--- config.mk ---
export PLATFORM = sky130hd
export DESIGN_NAME = key_hit_hold_repeat_tracker_top
export DESIGN_NICKNAME = d
export VERILOG_FILES = /design/src/khhrt_pkg.sv /design/src/key_hit_hold_repeat_tracker_top.sv
export SDC_FILE = /design/constraint.sdc
export NUM_CORES = 2
export LEC_CHECK = 0
export ABC_CLOCK_PERIOD_IN_PS = 8300
export BUFFER_PORTS_ARGS = -buffer_cell sky130_fd_sc_hd__buf_2
export CORE_MARGIN = 2
export CORE_UTILIZATION = 40
export CTS_CLUSTER_SIZE = 30
export DETAILED_ROUTE_END_ITERATION = 6
export HOLD_SLACK_MARGIN = 0.15
export PLACE_DENSITY = 0.63
export SLEW_MARGIN = 5
export SYNTH_ARGS = -nofsm -noshare
export SYNTH_HDL_FRONTEND = slang
export SYNTH_SLANG_ARGS = --single-unit
--- constraint.sdc ---
create_clock -name clk -period 8.3 [get_ports clk]
set_clock_uncertainty 0.15 [all_clocks]
set_input_delay 1.66 -clock clk [delete_from_list [all_inputs] [get_ports clk]]
set_output_delay 1.66 -clock clk [all_outputs]
set_load 0.01 [all_outputs]
--- src/khhrt_pkg.sv ---
// ----------------------------------------------------------------------------
// khhrt_pkg
// Shared types, codes and reset values of the key hit / hold / repeat tracker.
// ----------------------------------------------------------------------------
`default_nettype none

package khhrt_pkg;

	localparam int NUM_KEYS_DEF  = 8;
	localparam int TICK_BITS_DEF = 32;
	localparam int KEY_SLOTS     = 8;
	localparam int COMBO_DEPTH   = 256;
	localparam int COMBO_W       = 8;
	localparam int CFG_IDX_W     = 3;
	localparam int CFG_DATA_W    = 16;

	// Command kinds.
	localparam logic [2:0] KIND_TICK   = 3'd0;
	localparam logic [2:0] KIND_KEY    = 3'd1;
	localparam logic [2:0] KIND_ALL    = 3'd2;
	localparam logic [2:0] KIND_ANY    = 3'd3;
	localparam logic [2:0] KIND_PEEK   = 3'd4;
	localparam logic [2:0] KIND_REPEAT = 3'd5;

	// Reported key states.
	localparam logic [1:0] ST_RELEASED = 2'd0;
	localparam logic [1:0] ST_HIT      = 2'd1;
	localparam logic [1:0] ST_PRESSED  = 2'd2;
	localparam logic [1:0] ST_HOLDING  = 2'd3;

	// Configuration register indexes.
	localparam logic [CFG_IDX_W-1:0] CFG_LOCKED  = 3'd0;
	localparam logic [CFG_IDX_W-1:0] CFG_PRESS   = 3'd1;
	localparam logic [CFG_IDX_W-1:0] CFG_HOLD    = 3'd2;
	localparam logic [CFG_IDX_W-1:0] CFG_REPEAT  = 3'd3;
	localparam logic [CFG_IDX_W-1:0] CFG_SPEEDUP = 3'd4;

	localparam logic [CFG_DATA_W-1:0] PRESS_TICKS_RST   = 16'd16;
	localparam logic [CFG_DATA_W-1:0] HOLD_TICKS_RST    = 16'd1000;
	localparam logic [CFG_DATA_W-1:0] REPEAT_TICKS_RST  = 16'd500;
	localparam logic [CFG_DATA_W-1:0] SPEEDUP_TICKS_RST = 16'd3000;

	typedef struct packed {
		logic [2:0] kind;
		logic [2:0] key_index;
		logic       key_down;
		logic [7:0] key_mask;
	} key_cmd_t;

	typedef struct packed {
		logic [1:0] key_state;
		logic       beep_request;
	} key_result_t;

	typedef enum logic [2:0] {
		S_CLEAR,
		S_IDLE,
		S_WALK,
		S_DRAIN,
		S_DONE
	} seq_state_t;

endpackage

`default_nettype wire

--- src/key_hit_hold_repeat_tracker_top.sv ---
// ----------------------------------------------------------------------------
// key_hit_hold_repeat_tracker_top
// Keypad tracker: press stamps and a seen-mark per key combination, classified
// into released, hit, pressed or holding, with single-key auto-repeat.
// ----------------------------------------------------------------------------
// Tick and key-change words give no result.
// A query that fails the key-down or lock check reports on done the cycle after
// it is taken. Any other query walks the stamp memory one entry per cycle, with
// busy high through the WALK, DRAIN and DONE states; done rises as busy falls.
// After reset the seen-mark memory is cleared one entry per cycle, all 256
// entries, with busy high. The receiver cannot stall; done lasts exactly one cycle.
`default_nettype none

module key_hit_hold_repeat_tracker_top #(
	parameter int NUM_KEYS  = khhrt_pkg::NUM_KEYS_DEF,
	parameter int TICK_BITS = khhrt_pkg::TICK_BITS_DEF
) (
	input  wire                                   clk,
	input  wire                                   arst_n,
	input  wire                                   start,
	output logic                                  busy,
	input  wire  khhrt_pkg::key_cmd_t             cmd,
	output logic                                  done,
	output khhrt_pkg::key_result_t                result,
	input  wire                                   cfg_we,
	input  wire  [khhrt_pkg::CFG_IDX_W-1:0]       cfg_index,
	input  wire  [khhrt_pkg::CFG_DATA_W-1:0]      cfg_wdata
);

	localparam int KEYS_USED = (NUM_KEYS < khhrt_pkg::KEY_SLOTS) ? NUM_KEYS
		: khhrt_pkg::KEY_SLOTS;
	localparam int KIDX_W = (KEYS_USED > 1) ? $clog2(KEYS_USED) : 1;
	localparam logic [KIDX_W-1:0] LAST_IDX = KIDX_W'(KEYS_USED - 1);
	localparam int CW = khhrt_pkg::COMBO_W;
	localparam logic [CW-1:0] CLR_LAST = CW'(khhrt_pkg::COMBO_DEPTH - 1);

	// Configuration registers.
	logic                             locked_q;
	logic [khhrt_pkg::CFG_DATA_W-1:0] press_ticks_q;
	logic [khhrt_pkg::CFG_DATA_W-1:0] hold_ticks_q;
	logic [khhrt_pkg::CFG_DATA_W-1:0] repeat_ticks_q;
	logic [khhrt_pkg::CFG_DATA_W-1:0] speedup_ticks_q;

	// Tracker state.
	logic [TICK_BITS-1:0]  tick_q;
	logic [CW-1:0]         keys_down_q;
	logic [KEYS_USED-1:0]  stamp_vld_q;
	logic [2*TICK_BITS-1:0] stamp_mem [KEYS_USED];
	logic                  seen_mem [khhrt_pkg::COMBO_DEPTH];

	khhrt_pkg::seq_state_t state_q, state_d;

	// Sequencer registers.
	logic [CW-1:0]         clr_q;
	logic [KIDX_W-1:0]     idx_q;
	logic [CW-1:0]         combo_q;
	logic [2:0]            kind_q;
	logic [KIDX_W-1:0]     key_q;
	logic                  proc_v_s1;
	logic [KIDX_W-1:0]     proc_idx_s1;
	logic [2*TICK_BITS-1:0] stamp_rd_s1;
	logic                  seen_rd_q;
	logic                  any_q;
	logic [TICK_BITS-1:0]  min_age_q;
	logic [TICK_BITS-1:0]  rep_age_q;
	logic [TICK_BITS-1:0]  sel_press_q;
	logic                  done_q;
	khhrt_pkg::key_result_t result_q;

	// Accept decode.
	logic          acc;
	logic          key_ok;
	logic [CW-1:0] valid_keys;
	logic [CW-1:0] mask_v;
	logic [CW-1:0] key_bit;
	logic [CW-1:0] combo_d;
	logic          is_query;
	logic          early;
	logic          walk_start;
	logic          key_rise;

	// Memory ports.
	logic                   stamp_re;
	logic                   stamp_we;
	logic [KIDX_W-1:0]      stamp_wa;
	logic [2*TICK_BITS-1:0] stamp_wd;
	logic                   seen_re;
	logic                   seen_we;
	logic [CW-1:0]          seen_wa;
	logic                   seen_wd;

	// Walk datapath.
	logic [2*TICK_BITS-1:0] stamp_data;
	logic [TICK_BITS-1:0]   press_s1;
	logic [TICK_BITS-1:0]   age_p;
	logic [TICK_BITS-1:0]   age_r;
	logic [KEYS_USED-1:0]   sel_vec;
	logic                   take;

	// Final classification.
	logic [TICK_BITS-1:0]   age;
	logic                   is_released;
	logic                   in_hold;
	logic [1:0]             base_state;
	logic [TICK_BITS-1:0]   delay;
	logic                   restamp;
	logic                   mark_set;
	khhrt_pkg::key_result_t final_res;

	always_comb begin
		for (int i = 0; i < CW; i++) begin
			valid_keys[i] = (i < NUM_KEYS);
		end
	end

	assign acc      = start && !busy;
	assign key_ok   = (32'(cmd.key_index) < NUM_KEYS);
	assign mask_v   = cmd.key_mask & valid_keys;
	assign key_bit  = CW'(1) << cmd.key_index;
	assign key_rise = (cmd.kind == khhrt_pkg::KIND_KEY) && key_ok && cmd.key_down
		&& ((keys_down_q & key_bit) == '0);

	always_comb begin
		combo_d  = '0;
		is_query = 1'b0;
		early    = 1'b0;
		case (cmd.kind)
			khhrt_pkg::KIND_ALL: begin
				is_query = 1'b1;
				combo_d  = mask_v;
				early    = ((keys_down_q & mask_v) != mask_v) || locked_q;
			end
			khhrt_pkg::KIND_ANY, khhrt_pkg::KIND_PEEK: begin
				is_query = 1'b1;
				combo_d  = keys_down_q & mask_v;
				early    = ((keys_down_q & mask_v) == '0) || locked_q;
			end
			khhrt_pkg::KIND_REPEAT: begin
				is_query = 1'b1;
				combo_d  = key_bit;
				early    = !key_ok || ((keys_down_q & key_bit) == '0) || locked_q;
			end
			default: begin
				is_query = 1'b0;
			end
		endcase
	end

	assign walk_start = acc && is_query && !early;

	// Walk: read data of entry proc_idx_s1 arrives in the cycle after its read.
	assign stamp_data = stamp_vld_q[proc_idx_s1] ? stamp_rd_s1 : '0;
	assign press_s1   = stamp_data[TICK_BITS-1:0];
	assign age_p      = tick_q - press_s1;
	assign age_r      = tick_q - stamp_data[2*TICK_BITS-1:TICK_BITS];
	assign sel_vec    = combo_q[KEYS_USED-1:0];
	assign take       = proc_v_s1 && sel_vec[proc_idx_s1];

	// An empty selection counts as one stamp of zero, whose age is the tick itself.
	assign age         = any_q ? min_age_q : tick_q;
	assign is_released = age < TICK_BITS'(press_ticks_q);
	assign in_hold     = age < TICK_BITS'(hold_ticks_q);
	assign delay       = (min_age_q >= TICK_BITS'(speedup_ticks_q))
		? TICK_BITS'(repeat_ticks_q >> 1) : TICK_BITS'(repeat_ticks_q);

	always_comb begin
		if (is_released) begin
			base_state = khhrt_pkg::ST_RELEASED;
		end else if (in_hold) begin
			base_state = seen_rd_q ? khhrt_pkg::ST_PRESSED : khhrt_pkg::ST_HIT;
		end else begin
			base_state = khhrt_pkg::ST_HOLDING;
		end
		mark_set = (base_state == khhrt_pkg::ST_HIT) && (kind_q != khhrt_pkg::KIND_PEEK);
		restamp  = 1'b0;
		final_res.beep_request = mark_set;
		final_res.key_state    = base_state;
		if (kind_q == khhrt_pkg::KIND_REPEAT) begin
			case (base_state)
				khhrt_pkg::ST_HIT: begin
					final_res.key_state = khhrt_pkg::ST_HIT;
				end
				khhrt_pkg::ST_HOLDING: begin
					restamp = (rep_age_q >= delay);
					final_res.key_state = restamp ? khhrt_pkg::ST_HIT
						: khhrt_pkg::ST_RELEASED;
				end
				default: begin
					final_res.key_state = khhrt_pkg::ST_RELEASED;
				end
			endcase
		end
	end

	// Next state.
	always_comb begin
		state_d = state_q;
		case (state_q)
			khhrt_pkg::S_CLEAR: begin
				if (clr_q == CLR_LAST) state_d = khhrt_pkg::S_IDLE;
			end
			khhrt_pkg::S_IDLE: begin
				if (walk_start) state_d = khhrt_pkg::S_WALK;
			end
			khhrt_pkg::S_WALK: begin
				if (idx_q == LAST_IDX) state_d = khhrt_pkg::S_DRAIN;
			end
			khhrt_pkg::S_DRAIN: begin
				state_d = khhrt_pkg::S_DONE;
			end
			khhrt_pkg::S_DONE: begin
				state_d = khhrt_pkg::S_IDLE;
			end
			default: begin
				state_d = khhrt_pkg::S_IDLE;
			end
		endcase
	end

	// Outputs of the sequencer: memory ports and busy.
	always_comb begin
		busy     = (state_q != khhrt_pkg::S_IDLE);
		stamp_re = (state_q == khhrt_pkg::S_WALK);
		stamp_we = 1'b0;
		stamp_wa = key_q;
		stamp_wd = {tick_q, sel_press_q};
		seen_re  = walk_start;
		seen_we  = 1'b0;
		seen_wa  = combo_q;
		seen_wd  = 1'b0;
		case (state_q)
			khhrt_pkg::S_CLEAR: begin
				seen_we = 1'b1;
				seen_wa = clr_q;
			end
			khhrt_pkg::S_IDLE: begin
				stamp_we = acc && key_rise;
				stamp_wa = cmd.key_index[KIDX_W-1:0];
				stamp_wd = {tick_q, tick_q};
			end
			khhrt_pkg::S_DONE: begin
				stamp_we = restamp;
				seen_we  = is_released || mark_set;
				seen_wd  = mark_set;
			end
			default: begin
				stamp_we = 1'b0;
			end
		endcase
	end

	always_ff @(posedge clk) begin
		if (stamp_we) stamp_mem[stamp_wa] <= stamp_wd;
		if (stamp_re) stamp_rd_s1 <= stamp_mem[idx_q];
	end

	always_ff @(posedge clk) begin
		if (seen_we) seen_mem[seen_wa] <= seen_wd;
		if (seen_re) seen_rd_q <= seen_mem[combo_d];
	end

	always_ff @(posedge clk or negedge arst_n) begin
		if (!arst_n) begin
			locked_q        <= 1'b0;
			press_ticks_q   <= khhrt_pkg::PRESS_TICKS_RST;
			hold_ticks_q    <= khhrt_pkg::HOLD_TICKS_RST;
			repeat_ticks_q  <= khhrt_pkg::REPEAT_TICKS_RST;
			speedup_ticks_q <= khhrt_pkg::SPEEDUP_TICKS_RST;
		end else if (cfg_we) begin
			case (cfg_index)
				khhrt_pkg::CFG_LOCKED:  locked_q        <= cfg_wdata[0];
				khhrt_pkg::CFG_PRESS:   press_ticks_q   <= cfg_wdata;
				khhrt_pkg::CFG_HOLD:    hold_ticks_q    <= cfg_wdata;
				khhrt_pkg::CFG_REPEAT:  repeat_ticks_q  <= cfg_wdata;
				khhrt_pkg::CFG_SPEEDUP: speedup_ticks_q <= cfg_wdata;
				default: begin
				end
			endcase
		end
	end

	always_ff @(posedge clk or negedge arst_n) begin
		if (!arst_n) begin
			state_q     <= khhrt_pkg::S_CLEAR;
			clr_q       <= '0;
			idx_q       <= '0;
			tick_q      <= '0;
			keys_down_q <= '0;
			stamp_vld_q <= '0;
			proc_v_s1   <= 1'b0;
			proc_idx_s1 <= '0;
			any_q       <= 1'b0;
			done_q      <= 1'b0;
		end else begin
			state_q     <= state_d;
			proc_v_s1   <= stamp_re;
			proc_idx_s1 <= idx_q;
			done_q      <= 1'b0;
			if (state_q == khhrt_pkg::S_CLEAR) clr_q <= clr_q + 1'b1;
			if (state_q == khhrt_pkg::S_WALK) idx_q <= idx_q + 1'b1;
			if (stamp_we) stamp_vld_q[stamp_wa] <= 1'b1;
			if (acc && cmd.kind == khhrt_pkg::KIND_TICK) tick_q <= tick_q + 1'b1;
			if (acc && cmd.kind == khhrt_pkg::KIND_KEY && key_ok) begin
				if (cmd.key_down) keys_down_q <= keys_down_q | key_bit;
				else keys_down_q <= keys_down_q & ~key_bit;
			end
			if (walk_start) begin
				idx_q <= '0;
				any_q <= 1'b0;
			end
			if (take) any_q <= 1'b1;
			if (acc && is_query && early) done_q <= 1'b1;
			if (state_q == khhrt_pkg::S_DONE) done_q <= 1'b1;
		end
	end

	// Payload registers.
	always_ff @(posedge clk) begin
		if (walk_start) begin
			combo_q <= combo_d;
			kind_q  <= cmd.kind;
			key_q   <= cmd.key_index[KIDX_W-1:0];
		end
		if (take && (!any_q || age_p < min_age_q)) min_age_q <= age_p;
		if (take) begin
			rep_age_q   <= age_r;
			sel_press_q <= press_s1;
		end
		if (acc && is_query && early) begin
			result_q.key_state    <= khhrt_pkg::ST_RELEASED;
			result_q.beep_request <= 1'b0;
		end else if (state_q == khhrt_pkg::S_DONE) begin
			result_q <= final_res;
		end
	end

	assign done   = done_q;
	assign result = result_q;

	// A result follows either a query refused at the door or a finished walk.
	a_done_source: assert property (@(posedge clk) disable iff (!arst_n)
		done |-> ($past(start && !busy) || $past(state_q == khhrt_pkg::S_DONE)))
		else $error("result without a query behind it");

	// Beep only goes with a reported hit.
	a_beep_hit: assert property (@(posedge clk) disable iff (!arst_n)
		(done && result.beep_request) |-> (result.key_state == khhrt_pkg::ST_HIT))
		else $error("beep without hit");

	// The repeat stamp is rewritten only at the end of a repeat query.
	a_restamp_kind: assert property (@(posedge clk) disable iff (!arst_n)
		(stamp_we && state_q == khhrt_pkg::S_DONE) |-> (kind_q == khhrt_pkg::KIND_REPEAT))
		else $error("restamp on a non-repeat query");

	// Walk data is only taken in the cycle after a read was issued.
	a_walk_read: assert property (@(posedge clk) disable iff (!arst_n)
		proc_v_s1 |-> $past(state_q == khhrt_pkg::S_WALK))
		else $error("walk data without a read");

endmodule

`default_nettype wire
Yosys cells after proc, flatten, opt, wreduce, memory -nomap -nowiden
Memory sizes are Yosys's and may differ from the RTL's. A register that Yosys moved wholly into a read port is not among the register bits.
Index checks and enable logic that the tools add are counted.

storage, ports and cells
  flip-flop bits (word level) = 246
  word-level logic and storage cells = 146
  bits of input ports = 38
  memories = 2
  RAM bits = 768

memories
  memory     depth  bits a word  read ports  clocked after memory_dff  wr ports  line                                   text
  stamp_mem  8      64           1           1                         1         key_hit_hold_repeat_tracker_top.sv:48  logic [2*TICK_BITS-1:0] stamp_mem [KEYS_USED];
  seen_mem   256    1            1           1                         1         key_hit_hold_repeat_tracker_top.sv:49  logic seen_mem [khhrt_pkg::COMBO_DEPTH];

operators by class
  shift operators = 1
  $add $sub $neg = 5
  equality and inequality tests = 24
  multiplexer cells = 41
  bitwise gates (word level) = 6
  reduce and logical (&&, ||, !) cells = 36
  order comparisons = 8

operators with widths
  operator                                       count
  >= comparator 32 x 16 -> 1 bit                 2
  < comparator 32 x 16 -> 1 bit                  2
  two-way mux 32 bit                             2
  two-way mux 64 bit                             1
  subtractor 32 bit                              2
  adder 32 x 1 -> 32 bit, second input constant  1
  < comparator 32 bit                            1
  bitwise AND 8 bit                              3
  case mux 8 bit (3 select lines)                1
  == test 3 x 2 -> 1 bit, second input constant  6
  == test 3 bit, second input constant           6
  two-way mux 3 bit                              6
  logical NOT 8 bit                              2
  two-way mux 1 bit                              16
  two-way mux 16 bit                             1
  two-way mux 8 bit                              2
  bitwise OR 8 bit                               2
  logical AND 1 bit                              13
  case mux 3 bit (4 select lines)                1
  AND reduction 2 bit                            5
  == test 3 x 1 -> 1 bit, second input constant  3
  logical NOT 3 bit                              3
  adder 8 x 1 -> 8 bit, second input constant    1
  == test 8 bit, second input constant           1
  other kinds (23)                               38

Longest topological paths before layout
  depth after elaboration = 10
  gate-level depth with buffers = 27
  gate-level depth less buffers = 26

Least setup slack after synthesis
Ideal clock, no wire load.

  path type = reg2reg
  from = register proc_idx_s1[0]
  to = register min_age_q[0] (enable)
  cell stages (with the launch flop) = 28
  setup slack = 171 ps
  clock period less this slack = 8,129 ps
  data arrival time = 7,518 ps
  required time = 7,689 ps
  setup time = 461 ps
  path through = dfrtp_1 > mux4_2 > mux2_2 > clkbuf_1 > clkbuf_1 > nand2_1 > ha_1 > a21o_1 > a2111o_1 > a31o_2 > a31oi_1 > o211ai_1 > a41oi_2 > nor2_1 > nor2b_1 > o21ai_0 > xnor2_1 > ha_1 > a21o_1 > a21o_1 > a21o_1 > a21oi_1 > nor2b_1 > o21ai_0 > nand2b_1 > a21oi_1 > nor2_1 > nor3_1

on the way
  longest elaborated chain between the ends = 7

RTL lines
  item                                     line                                    text
  start, declared                          key_hit_hold_repeat_tracker_top.sv:60   logic [KIDX_W-1:0] proc_idx_s1;
  start signal, assigned                   key_hit_hold_repeat_tracker_top.sv:297  proc_idx_s1 <= idx_q;
  binary-select mux 1 bit (select 3 bit)   key_hit_hold_repeat_tracker_top.sv:152  assign stamp_data = stamp_vld_q[proc_idx_s1] ? stamp_rd_s1 : '0;
  two-way mux 1 bit (not written as such)  key_hit_hold_repeat_tracker_top.sv:152
  two-way mux 64 bit                       key_hit_hold_repeat_tracker_top.sv:152
  subtractor 32 bit                        key_hit_hold_repeat_tracker_top.sv:154  assign age_p = tick_q - press_s1;
  net age_p[25]                            key_hit_hold_repeat_tracker_top.sv:95   logic [TICK_BITS-1:0] age_p;
  < comparator 32 bit                      key_hit_hold_repeat_tracker_top.sv:324  if (take && (!any_q || age_p < min_age_q)) min_age_q <= age_p;
  logical OR 1 bit                         key_hit_hold_repeat_tracker_top.sv:324
  logical AND 1 bit                        key_hit_hold_repeat_tracker_top.sv:324
  end signal, assigned                     key_hit_hold_repeat_tracker_top.sv:324
  end, declared                            key_hit_hold_repeat_tracker_top.sv:64   logic [TICK_BITS-1:0] min_age_q;

The timed path passes the listed nets, and every way through them passes these cells. The select of a mux whose other input is x is not followed.
A chain may end at the register's enable or synchronous reset.

Final worst setup path
Same ends and word-level chain as after synthesis.

==> reports/metrics.yaml <==
setup_path:
  cp_max_fo: 22
  cp-start-kind: "register"
  r2r_end: "min_age_q[0]"
  critPathArrivalTime_ns: 7.17
  startpoint: "proc_idx_s1[0]"
  worst_ep_required_time_ns: 8.50
  reg2reg_slack_ns: 1.32
  r2r_start: "proc_idx_s1[0]"
  endpoint_kind: "register"
  r2r_cells: 26
  endpoint: "min_age_q[0]"
  crit_type: "reg -> reg"
timing:
  setup_ws_ns: 1.32
  fmaxAchievable_ghz: 0.143
  relSlewSlack_pct: 19.1
  maxSlewViolCount: 0
  hold_violations: 0
  finalSetupTns_ns: 0
  fin_crit_sh_pct: 84.0
  worstMarginPinSlew_ns: 1.21
  layout_min_cycle_time_ns: 6.98
  rsz0062_at_grt: "no"
  setup_violations: 0
synthesis:
  synth_xor_area_share_pct: 1.67
  ys_seq_elements: 1079
  syn-cell-area_um2: 48400
  avgSynthCellArea_um2: 14.1
  synth.distinct_cells: 85
  synth_mux_area_share_pct: 10.6
  async_flop_share_pct: 12.3
  synth_ff_type: "edfxtp_1"
  synth-edff-count: 943
  synth-compound-area-share_pct: 5.72
  synth_top_family_by_area: "multiplexers"
  synthSimpleGateAreaFrac_pct: 9.57
  ys_seq_area_share_pct: 65.6
  syn_nets: 3620
  yosys-top-cells-area: "edfxtp_1 (59%), mux4_2 (7.4%), dfrtp_1 (5.8%)"
  yosys_warnings: 0
  netlist.area_leader.share_pct: 58.5
  synth_area_leader_cell: "edfxtp_1"
  syn_inst: 3421
  synthAdderAreaFrac_pct: 4.19
drt:
  dr.pass1.iters: 6
  post_drt_wl_per_cell_um: 22.7
  wl_um: 118000
  detail-route-antenna-nets: 0
  viasPerCell: 5.45
  num_vias: 28300
  drc_errors: 0
  drt_iter0_drc: 2811
clock_network:
  insertion_delay_ns: 0.72
  cts_root_buf: "clkbuf_16"
  cts_setup_buffers: 0
  clk_pin_slew_ns: 0.06
  cts_max_level: 3
  clkSinkCount: 1079
  ctsHoldBuffers: 0
  cts_resized: 0
  clockBufferDepth: 3
  numCtsBuffers: 106
  cts_tree: "yes"
floorplanning:
  initial_core_util_pct: 40.3
  rows: 127
  dieHeight_um: 352
  die_w_um: 352
  core_region_area_um2: 120000
  die_area_um2: 124000
  ios: 43
grt:
  grt_antenna_before_repair: 2
  first_global_vias: 27800
  grt_pass1_wl_um: 175000
  grt_max_degree: 164
  overflow: 0
  track_usage_pct: 19.0
placement:
  place_ws_ns: 1.39
  hpwl_um: 73100
  gp_congestion: 0.866
  dp.cells: 4986
  port-buffer-count: 42
finish:
  fin_cells: 5185
  syn_to_final_growth_pct: 11.8
  final_common_cell: "edfxtp_1"
  layout_common_cells: "edfxtp_1 (943), nand2_1 (434), nor2_1 (354)"
  final_core_util_pct: 45.1
  multiInputGateArea_um2: 15500
  nNetsFinal: 3681
  drive_gt1_share_pct: 16.3
  regArea_um2: 31700
  nFillCells: 10600
min_path:
  min_path_type: "reg -> reg"
status:
  outcome: "complete, no violations"
power:
  powerDensity_nw_per_um2: 315
  p_leak_nw: 20.0
  p_total_mw: 17.1
  ir_drop_mv: 0.229
run:
  max_cap_violations: 0
## report_power, final
part	internal (mW)	leakage, nW	switching, mW
Sequential	6.62	11.2	0.369
Clock	2.78	1.71	2.07
Combinational	2.12	7.09	3.11
Total	11.5	20.0	5.55
## worst min path at each step
stage,endpoint,start,depth (start not counted),slack [ns]
after global routing,result[0],result[0],1,0.33
after global placement,result[0],result[0],1,0.28
after detailed placement,result[0],result[0],1,0.28
final,result[0],result[0],1,0.30
after CTS,result[0],result[0],1,0.30
after floorplan,proc_idx_s1[2],idx_q[2],0,0.25
## routing by layer
metal	global-route usage (%)	vias up	wire length (um)
met5	0	-	0
met4	6.63	0	3890
met3	3.50	211	7650
met2	30.4	853	55700
met1	25.9	14300	50400
li1	-	12900	-
## metrics by stage
| step | hold slack (ns) | instance area (um^2) |
|---|---|---|
| 6_report | 0.296 | 54100 |
| 5_1_grt | 0.331 | 54100 |
| 4_1_cts | 0.299 | 54100 |
| 3_5_place_dp | 0.284 | 50600 |
| 3_3_place_gp | 0.279 | 50600 |
| 2_1_floorplan | 0.246 | 48400 |
## flip-flops by register name, indices dropped and copies added, names as in the netlist, 8 cells and up, named ones only
signal	count
press_ticks_q	16
speedup_ticks_q	16
seen_mem	256
combo_q	8
stamp_mem	512
clr_q	8
sel_press_q	32
min_age_q	32
repeat_ticks_q	16
tick_q	32
stamp_vld_q	8
rep_age_q	32
stamp_rd_s1	64
hold_ticks_q	16
## area by class of cell
cell class / instances / area share [%]
flip-flops and latches: 1079 / 58.7
multi-input cells: 2042 / 28.6
clock buffers: 141 / 5.38
well taps: 1612 / 3.73
repair buffers: 95 / 1.34
clock inverters: 57 / 1.11
inverters: 158 / 1.10
diodes: 1 / 0.00463
## cells in the mapped netlist (all sizes together), types with 11 or more instances
library cell    n
mux4          160
mux2          110
edfxtp        943
dfrtp         113
o21ai         110
o21a           22
o211ai         11
nand2         434
xnor2          70
nor3b          11
nand2b         25
a22oi          17
a31oi          30
xor2           22
a21oi          70
and3           27
buf            59
nor4           14
nor2          365
ha            159
o21bai         14
nor3           35
nand3          72
nand4          36
inv           157
dfstp          20
nor2b          17
clkbuf         83
mux2i          31
a21o           55
## cell families after synthesis
family,Yosys count
and+or+nand+nor,1070
AOI/OAI and AO/OA,418
xor gates and xnor gates,92
muxes,301
adders and majority gates,161
DFF,1079
buffers and inverters,300
## critical path: stages (launching register included)
cell      delay [ns]
dfrtp_1         0.50
mux4_2          0.55
mux2_2          0.48
nand2_1         0.17
ha_1            0.29
a21o_1          0.22
a2111o_1        0.42
a31o_2          0.25
a31oi_1         0.30
o211ai_1        0.25
a41oi_2         0.30
nor2_1          0.12
nor2b_1         0.29
o21ai_0         0.15
xnor2_1         0.20
ha_1            0.27
a21o_1          0.18
a21o_1          0.17
a21o_1          0.17
a21oi_1         0.14
nor2b_1         0.05
o21ai_0         0.16
nand2b_1        0.08
a21oi_1         0.16
nor2_1          0.07
nor3_2          0.14
buf_4           0.34
No activity file was read; power rests on OpenSTA's default activity.
